[config.mk]
export PLATFORM = sky130hd
export DESIGN_NAME = eth_ipv4_tcp_udp_header_parser
export DESIGN_NICKNAME = d
export VERILOG_FILES = /design/src/ethp_pkg.sv /design/src/eth_ipv4_tcp_udp_header_parser.sv
export SDC_FILE = /design/constraint.sdc
export NUM_CORES = 1
export LEC_CHECK = 0
export ABC_AREA = 1
export BUFFER_PORTS_ARGS = -buffer_cell sky130_fd_sc_hd__buf_2
export CAP_MARGIN = 10
export CORE_MARGIN = 2
export CORE_UTILIZATION = 35
export CTS_BUF_LIST = sky130_fd_sc_hd__clkbuf_4 sky130_fd_sc_hd__clkbuf_8
export DETAILED_ROUTE_END_ITERATION = 8
export SLEW_MARGIN = 20
export SYNTH_ARGS = -nofsm -noshare
export SYNTH_HDL_FRONTEND = slang
export SYNTH_SLANG_ARGS = --single-unit
[constraint.sdc]
create_clock -name clk -period 10.25 [get_ports clk]
set_input_delay 2.05 -clock clk [delete_from_list [all_inputs] [get_ports clk]]
set_output_delay 2.05 -clock clk [all_outputs]
set_load 0.05 [all_outputs]
[src/ethp_pkg.sv]
// Shared constants and types for the Ethernet/IPv4/TCP/UDP header parser.
`timescale 1ns / 1ps

package ethp_pkg;

  localparam int LEN_BITS_DEF = 16;

  localparam int ETH_HDR    = 14;
  localparam int IP_MIN     = 20;
  localparam int TCP_MIN    = 20;
  localparam int UDP_HDR    = 8;
  localparam int DMAC_END   = 6;
  localparam int SMAC_END   = 12;
  localparam int IP_TTL     = 8;
  localparam int IP_PROTO   = 9;
  localparam int IP_SIP     = 12;
  localparam int IP_DIP     = 16;
  localparam int L4_PORTS   = 4;
  localparam int TCP_SEQACK = 12;
  localparam int TCP_DOFF   = 12;
  localparam int TCP_FLAGS  = 13;

  localparam logic [15:0] ETYPE_IPV4 = 16'h0800;
  localparam logic [7:0]  PROTO_TCP  = 8'd6;
  localparam logic [7:0]  PROTO_UDP  = 8'd17;
  localparam logic [3:0]  NIBBLE_MSK = 4'hF;

  typedef enum logic [2:0] {
    ST_NON_IP    = 3'd0,
    ST_IP_OTHER  = 3'd1,
    ST_TCP       = 3'd2,
    ST_UDP       = 3'd3,
    ST_MALFORMED = 3'd4
  } status_t;

  // first member sits in the top bits, so status ends up at bit 0
  typedef struct packed {
    logic [15:0] pay_len;
    logic [4:0]  tcp_flags;
    logic [31:0] ack_number;
    logic [31:0] seq_number;
    logic [15:0] l4_dport;
    logic [15:0] l4_sport;
    logic [31:0] dst_ip;
    logic [31:0] src_ip;
    logic [15:0] ttl_and_protocol;
    logic [47:0] src_mac;
    logic [47:0] dst_mac;
    status_t     status;
  } result_t;

endpackage

[src/eth_ipv4_tcp_udp_header_parser.sv]
// Ethernet/IPv4/TCP/UDP header parser: byte stream in, one header summary per packet out.
`timescale 1ns / 1ps

// Path: out_tvalid is registered; a packet's last byte passes through the input register, then
// the field capture and status logic into the result register.
// Throughput: one byte per cycle; a new byte is taken while a result waits on out_tready.
// The input stage stalls only on a last byte while the result register is still full.
// Reset: synchronous, active low; clears valid flags, byte counter and all field registers.
module eth_ipv4_tcp_udp_header_parser
  import ethp_pkg::*;
#(
  parameter int LENGTH_BITS = LEN_BITS_DEF
) (
  input  logic           clk,
  input  logic           rst_n,
  input  logic           in_tvalid,
  output logic           in_tready,
  input  logic [7:0]     in_tdata,   // [7:0] data_byte
  input  logic           in_tlast,   // last_byte
  output logic           out_tvalid,
  input  logic           out_tready,
  // [2:0] status, [50:3] dst_mac, [98:51] src_mac, [114:99] ttl_and_protocol,
  // [146:115] src_ip, [178:147] dst_ip, [194:179] l4_sport, [210:195] l4_dport,
  // [242:211] seq_number, [274:243] ack_number, [279:275] tcp_flags,
  // [295:280] pay_len
  output logic [295:0]   out_tdata
);

  localparam logic [LENGTH_BITS-1:0] COUNT_MAX = '1;

  typedef logic [LENGTH_BITS-1:0] cnt_t;

  // input register
  logic       in_vld_r;
  logic [7:0] in_byte_r;
  logic       in_last_r;
  logic       take;

  // field capture state
  cnt_t        cnt_r, cnt_nxt;
  logic [5:0]  ihl_r, ihl_nxt;
  logic [5:0]  l4hb_r, l4hb_nxt;
  logic [15:0] etype_r, etype_nxt;
  logic [47:0] dmac_r, dmac_nxt;
  logic [47:0] smac_r, smac_nxt;
  logic [7:0]  ttl_r, ttl_nxt;
  logic [7:0]  proto_r, proto_nxt;
  logic [31:0] sip_r, sip_nxt;
  logic [31:0] dip_r, dip_nxt;
  logic [31:0] ports_r, ports_nxt;
  logic [63:0] seqack_r, seqack_nxt;
  logic [4:0]  flags_r, flags_nxt;

  // result register
  logic    out_vld_r;
  result_t out_data_r, res;

  cnt_t q, r, lq, l4, payload;
  logic is_tcp, is_udp;

  assign take      = in_vld_r && (!in_last_r || !out_vld_r || out_tready);
  assign in_tready = !in_vld_r || take;

  always_ff @(posedge clk) begin
    if (!rst_n) begin
      in_vld_r <= 1'b0;
    end else if (in_tready) begin
      in_vld_r <= in_tvalid;
    end
  end

  always_ff @(posedge clk) begin
    if (in_tvalid && in_tready) begin
      in_byte_r <= in_tdata;
      in_last_r <= in_tlast;
    end
  end

  // per-byte capture
  always_comb begin
    cnt_nxt    = cnt_r;
    ihl_nxt    = ihl_r;
    l4hb_nxt   = l4hb_r;
    etype_nxt  = etype_r;
    dmac_nxt   = dmac_r;
    smac_nxt   = smac_r;
    ttl_nxt    = ttl_r;
    proto_nxt  = proto_r;
    sip_nxt    = sip_r;
    dip_nxt    = dip_r;
    ports_nxt  = ports_r;
    seqack_nxt = seqack_r;
    flags_nxt  = flags_r;
    q      = cnt_r - LENGTH_BITS'(ETH_HDR);
    r      = q - LENGTH_BITS'(ihl_r);
    is_tcp = proto_r == PROTO_TCP;
    is_udp = proto_r == PROTO_UDP;
    if (cnt_r != COUNT_MAX) begin
      cnt_nxt = cnt_r + LENGTH_BITS'(1);
      if (cnt_r < LENGTH_BITS'(DMAC_END)) begin
        dmac_nxt = {dmac_r[39:0], in_byte_r};
      end else if (cnt_r < LENGTH_BITS'(SMAC_END)) begin
        smac_nxt = {smac_r[39:0], in_byte_r};
      end else if (cnt_r < LENGTH_BITS'(ETH_HDR)) begin
        etype_nxt = {etype_r[7:0], in_byte_r};
      end else if (etype_r == ETYPE_IPV4) begin
        if (q == '0) begin
          ihl_nxt = {in_byte_r[3:0] & NIBBLE_MSK, 2'b00};
        end else if (q == LENGTH_BITS'(IP_TTL)) begin
          ttl_nxt = in_byte_r;
        end else if (q == LENGTH_BITS'(IP_PROTO)) begin
          proto_nxt = in_byte_r;
        end else if (q >= LENGTH_BITS'(IP_SIP) && q < LENGTH_BITS'(IP_DIP)) begin
          sip_nxt = {sip_r[23:0], in_byte_r};
        end else if (q >= LENGTH_BITS'(IP_DIP) && q < LENGTH_BITS'(IP_MIN)) begin
          dip_nxt = {dip_r[23:0], in_byte_r};
        end
        if (ihl_r >= 6'(IP_MIN) && q >= LENGTH_BITS'(ihl_r)) begin
          if ((is_tcp || is_udp) && r < LENGTH_BITS'(L4_PORTS)) begin
            ports_nxt = {ports_r[23:0], in_byte_r};
          end else if (is_tcp && r < LENGTH_BITS'(TCP_SEQACK)) begin
            seqack_nxt = {seqack_r[55:0], in_byte_r};
          end else if (is_tcp && r == LENGTH_BITS'(TCP_DOFF)) begin
            l4hb_nxt = {in_byte_r[7:4] & NIBBLE_MSK, 2'b00};
          end else if (is_tcp && r == LENGTH_BITS'(TCP_FLAGS)) begin
            flags_nxt = in_byte_r[4:0];
          end
        end
      end
    end
  end

  // end-of-packet status and payload length
  always_comb begin
    lq      = cnt_nxt - LENGTH_BITS'(ETH_HDR);
    l4      = lq - LENGTH_BITS'(ihl_nxt);
    payload = '0;
    if (cnt_nxt < LENGTH_BITS'(ETH_HDR)) begin
      res.status = ST_MALFORMED;
    end else if (etype_nxt != ETYPE_IPV4) begin
      res.status = ST_NON_IP;
    end else if (lq < LENGTH_BITS'(IP_MIN) || ihl_nxt < 6'(IP_MIN) ||
                 lq < LENGTH_BITS'(ihl_nxt)) begin
      res.status = ST_MALFORMED;
    end else if (proto_nxt == PROTO_TCP) begin
      if (l4 < LENGTH_BITS'(TCP_MIN)) begin
        res.status = ST_MALFORMED;
      end else begin
        res.status = ST_TCP;
        if (l4 > LENGTH_BITS'(l4hb_nxt)) begin
          payload = l4 - LENGTH_BITS'(l4hb_nxt);
        end
      end
    end else if (proto_nxt == PROTO_UDP) begin
      if (l4 < LENGTH_BITS'(UDP_HDR)) begin
        res.status = ST_MALFORMED;
      end else begin
        res.status = ST_UDP;
        payload    = l4 - LENGTH_BITS'(UDP_HDR);
      end
    end else begin
      res.status = ST_IP_OTHER;
    end
    res.dst_mac          = dmac_nxt;
    res.src_mac          = smac_nxt;
    res.ttl_and_protocol = {ttl_nxt, proto_nxt};
    res.src_ip           = sip_nxt;
    res.dst_ip           = dip_nxt;
    res.l4_sport         = ports_nxt[31:16];
    res.l4_dport         = ports_nxt[15:0];
    res.seq_number       = seqack_nxt[63:32];
    res.ack_number       = seqack_nxt[31:0];
    res.tcp_flags        = flags_nxt;
    res.pay_len          = 16'(payload);
  end

  // state clears after every packet
  always_ff @(posedge clk) begin
    if (!rst_n || (take && in_last_r)) begin
      cnt_r    <= '0;
      ihl_r    <= '0;
      l4hb_r   <= '0;
      etype_r  <= '0;
      dmac_r   <= '0;
      smac_r   <= '0;
      ttl_r    <= '0;
      proto_r  <= '0;
      sip_r    <= '0;
      dip_r    <= '0;
      ports_r  <= '0;
      seqack_r <= '0;
      flags_r  <= '0;
    end else if (take) begin
      cnt_r    <= cnt_nxt;
      ihl_r    <= ihl_nxt;
      l4hb_r   <= l4hb_nxt;
      etype_r  <= etype_nxt;
      dmac_r   <= dmac_nxt;
      smac_r   <= smac_nxt;
      ttl_r    <= ttl_nxt;
      proto_r  <= proto_nxt;
      sip_r    <= sip_nxt;
      dip_r    <= dip_nxt;
      ports_r  <= ports_nxt;
      seqack_r <= seqack_nxt;
      flags_r  <= flags_nxt;
    end
  end

  always_ff @(posedge clk) begin
    if (!rst_n) begin
      out_vld_r <= 1'b0;
    end else if (take && in_last_r) begin
      out_vld_r <= 1'b1;
    end else if (out_tready) begin
      out_vld_r <= 1'b0;
    end
  end

  always_ff @(posedge clk) begin
    if (take && in_last_r) begin
      out_data_r <= res;
    end
  end

  assign out_tvalid = out_vld_r;
  assign out_tdata  = out_data_r;

  a_cnt_clear: assert property (@(posedge clk) disable iff (!rst_n)
    take && in_last_r |=> cnt_r == '0)
    else $error("byte counter not cleared after end of packet");

  a_no_overwrite: assert property (@(posedge clk) disable iff (!rst_n)
    out_vld_r && !out_tready |-> !(take && in_last_r))
    else $error("pending result overwritten");

  a_payload_l4: assert property (@(posedge clk) disable iff (!rst_n)
    out_vld_r && out_data_r.pay_len != '0 |->
      out_data_r.status == ST_TCP || out_data_r.status == ST_UDP)
    else $error("payload length on a packet without L4 header");

  a_tcp_only: assert property (@(posedge clk) disable iff (!rst_n)
    out_vld_r && out_data_r.status != ST_TCP && out_data_r.status != ST_MALFORMED |->
      out_data_r.seq_number == '0 && out_data_r.ack_number == '0 &&
      out_data_r.tcp_flags == '0)
    else $error("TCP fields set on a non-TCP packet");

endmodule
==> out/metrics.yaml <==
ys_ff_latch: 628
pwr-share-comb_pct: 14.0
routabilityCongestion: 0.869
cts_num_sinks: 628
layout.nets: 3779
final_cells: 4893
async_flop_share_pct: 0
root_buffer: "clkbuf_8"
yosysTopAreaCellShare_pct: 32.0
num_rows: 104
viasPerCell: 4.72
hold_viol: 0
antenna_found_initial: 7
netlist_instances: 3458
vias: 23077
cts_buffers: 108
routed_wl_mm: 76.9
cts_setup_buffers: 0
drive_gt1_share_pct: 15.9
ios: 311
tns_ns: 0
power_density_nw_per_um2: 184
hpwl_mm: 51.1
cts_resized: 0
synth_area_leader_cell: "edfxtp_1"
synth-edff-count: 305
timing.fmax_ghz: 0.162
numPortBuffers: 310
ir_drop_mv: 0.108
path_class: "flop to flop"
insertion_delay_ns: 0.73
yosysWarningCount: 0
die_h_microns: 290
postCtsHoldBufs: 0
r2r_setup_slack_ns: 4.08
grt_pass1_wl_mm: 119
die_width_microns: 290
status: "finished, final reports clean"
worstMarginPinSlew_ns: 1.23
overflow: 0
area_delta_synth_final_pct: 17.1
swShare_pct: 29.0
cp_data_required_time_ns: 10.67
dr.pass1.iters: 5
switchingPower_uw: 1780
first_iter_violations: 1799
endpoint_kind: "flop"
cts_tree: "yes"
syn-num-nets: 3499
layout_setup_ws_ns: 4.08
maxSlewViolCount: 0
dp_slack_ns: 4.13
dieArea_sq_um: 84000
maxCapViolations: 0
hp-class: "flop to flop"
avgSynthCellArea_sq_um: 8.27
setup_viol: 0
grt.total_usage_pct: 17.8
ys_seq_area_share_pct: 54.6
wl_per_cell_microns: 15.7
pwr-share-seq_pct: 46.0
ys_types: 46
antenna_left: 0
period_needed_ns: 6.17
cp_max_fo: 10
start_util_pct: 35.4
clk_pin_slew_ns: 0.06
hold_ws_ns: 0.458
slew_headroom_pct: 18.0
p_int_uw: 4370
placed_cells: 4688
start_kind: "flop"
synth_area_sq_um: 28600
critical_path_arrival_ns: 6.59
core-area_sq_um: 80700
fin_worst_skew_ns: 0.0571
synthFlopType: "dfxtp_1"
critical_path.max_stage_delay_ns: 0.46
route.detailed.drc: 0
h-tree-depth: 3
clock_path_buffers: 3
rsz0062_at_grt: "false"
crit_slowest_cell: "dfxtp_1"
synth_area_leaders: "edfxtp_1, dfxtp_1, o21ai_0"
final_util_pct: 41.5
grt_max_degree: 247
crit_path_frequent_cell: "nand2_1"
p_leak_uw: 0.0151
grt_pass1_vias: 21179
post-route-period-util_pct: 60.2
clockPowerShare_pct: 40.0
-- layout make-up --
class / instances / area (sq um)
clock inverters: 35 / 310
repair buffers: 334 / 1760
clock buffers: 168 / 2070
diodes: 2 / 5.00
fillers: 8155 / 47200
flip-flops and latches: 628 / 15600
inverters: 707 / 2660
well taps: 1060 / 1330
multi-input cells: 1959 / 9720
-- power by group through the flow --
stage | Sequential (uW) | Combinational [uW] | Clock (uW)
floorplan | 3010 | 525 | 0
global placement | 2880 | 857 | 0
detailed placement | 2880 | 864 | 0
CTS | 2830 | 868 | 2530
global route | 2840 | 974 | 2640
finish | 2830 | 863 | 2460
-- critical path: cells and delay by family (launching register included) --
family	cells	cell delay, ns
AOI/OAI and AO/OA	9	1.19
xor gates and xnor gates	1	0.46
adders and majority gates	3	1.00
DFF	1	0.46
and+or+nand+nor	17	2.74
-- routing by layer --
| metal | routed length, microns | track usage, % | up-vias |
|---|---|---|---|
| li1 | - | - | 11741 |
| met1 | 34800 | 23.5 | 10644 |
| met2 | 35000 | 28.3 | 535 |
| met3 | 4910 | 4.46 | 145 |
| met4 | 2120 | 6.20 | 12 |
| met5 | 82 | 0 | - |
-- sequential cells by signal, summed over array words and instances (netlist names), 5 cells and up --
name and flops:
out_tdata 296, seqack_r 64, dmac_r 48, smac_r 48, dip_r 32, ports_r 32
sip_r 32, cnt_r 16, etype_r 16, in_byte_r 8, proto_r 8, ttl_r 8
ihl_r 6, l4hb_r 6, flags_r 5
-- final timing paths --
| check | startpoint | endpoint | depth (start not counted) |
|---|---|---|---|
| worst max-delay path | cnt_r[1]$_SDFFE_PP0P_ | out_tdata[295]$_SDFFCE_PP0P_ | 30 |
| worst min-delay path | l4hb_r[0]$_SDFFE_PP0P_ | l4hb_r[0]$_SDFFE_PP0P_ | 2 |
| worst max register to register | cnt_r[1]$_SDFFE_PP0P_ | out_tdata[295]$_SDFFCE_PP0P_ | 30 |
| worst min register to register | l4hb_r[0]$_SDFFE_PP0P_ | l4hb_r[0]$_SDFFE_PP0P_ | 2 |
-- metrics by stage --
stage / power (uW) / instance area [sq um]
after floorplan: 3530 / 28600
final: 6150 / 33500
after CTS: 6230 / 33500
after detailed placement: 3750 / 31100
after global routing: 6460 / 33500
after global placement: 3740 / 31100
-- cell families after synthesis --
kind of cell    after synthesis  synth area share, %
compound gates              945                 16.8
xor+xnor                     31                0.949
fa+ha+maj                    28                 1.30
buf+inv                     871                 11.5
flops                       628                 54.6
mux                           8                0.280
simple gates                947                 14.5
-- cells in the mapped netlist, types with 16 or more instances --
library cell / number
inv_1: 696
o21ai_0: 600
nand2_1: 568
dfxtp_1: 323
a21oi_1: 310
edfxtp_1: 305
nor2_1: 171
clkbuf_1: 151
nand3_1: 89
nand4_1: 38
xor2_1: 29
ha_1: 25
nand2_2: 20
nor2_2: 16
-- cells in the final DEF (no fill, tap or decap), types with 6 or more instances in the layout --
| cell type | n |
|---|---|
| inv_2 | 10 |
| buf_4 | 21 |
| edfxtp_1 | 305 |
| o211ai_1 | 8 |
| nand2_2 | 21 |
| buf_2 | 310 |
| o21ai_1 | 10 |
| nor2_2 | 16 |
| clkbuf_8 | 130 |
| ha_1 | 25 |
| nand2_1 | 564 |
| dfxtp_1 | 323 |
| inv_1 | 694 |
| o21ai_0 | 600 |
| mux2i_1 | 8 |
| nand4_1 | 38 |
| clkbuf_4 | 38 |
| clkinv_1 | 14 |
| nor3_1 | 7 |
| clkinv_2 | 11 |
| nand3_1 | 89 |
| xor2_1 | 29 |
| nor2_4 | 14 |
| nor2_1 | 171 |
| a21oi_1 | 310 |
| a211oi_1 | 6 |
Note: power is estimated with default switching activity, not from simulation.
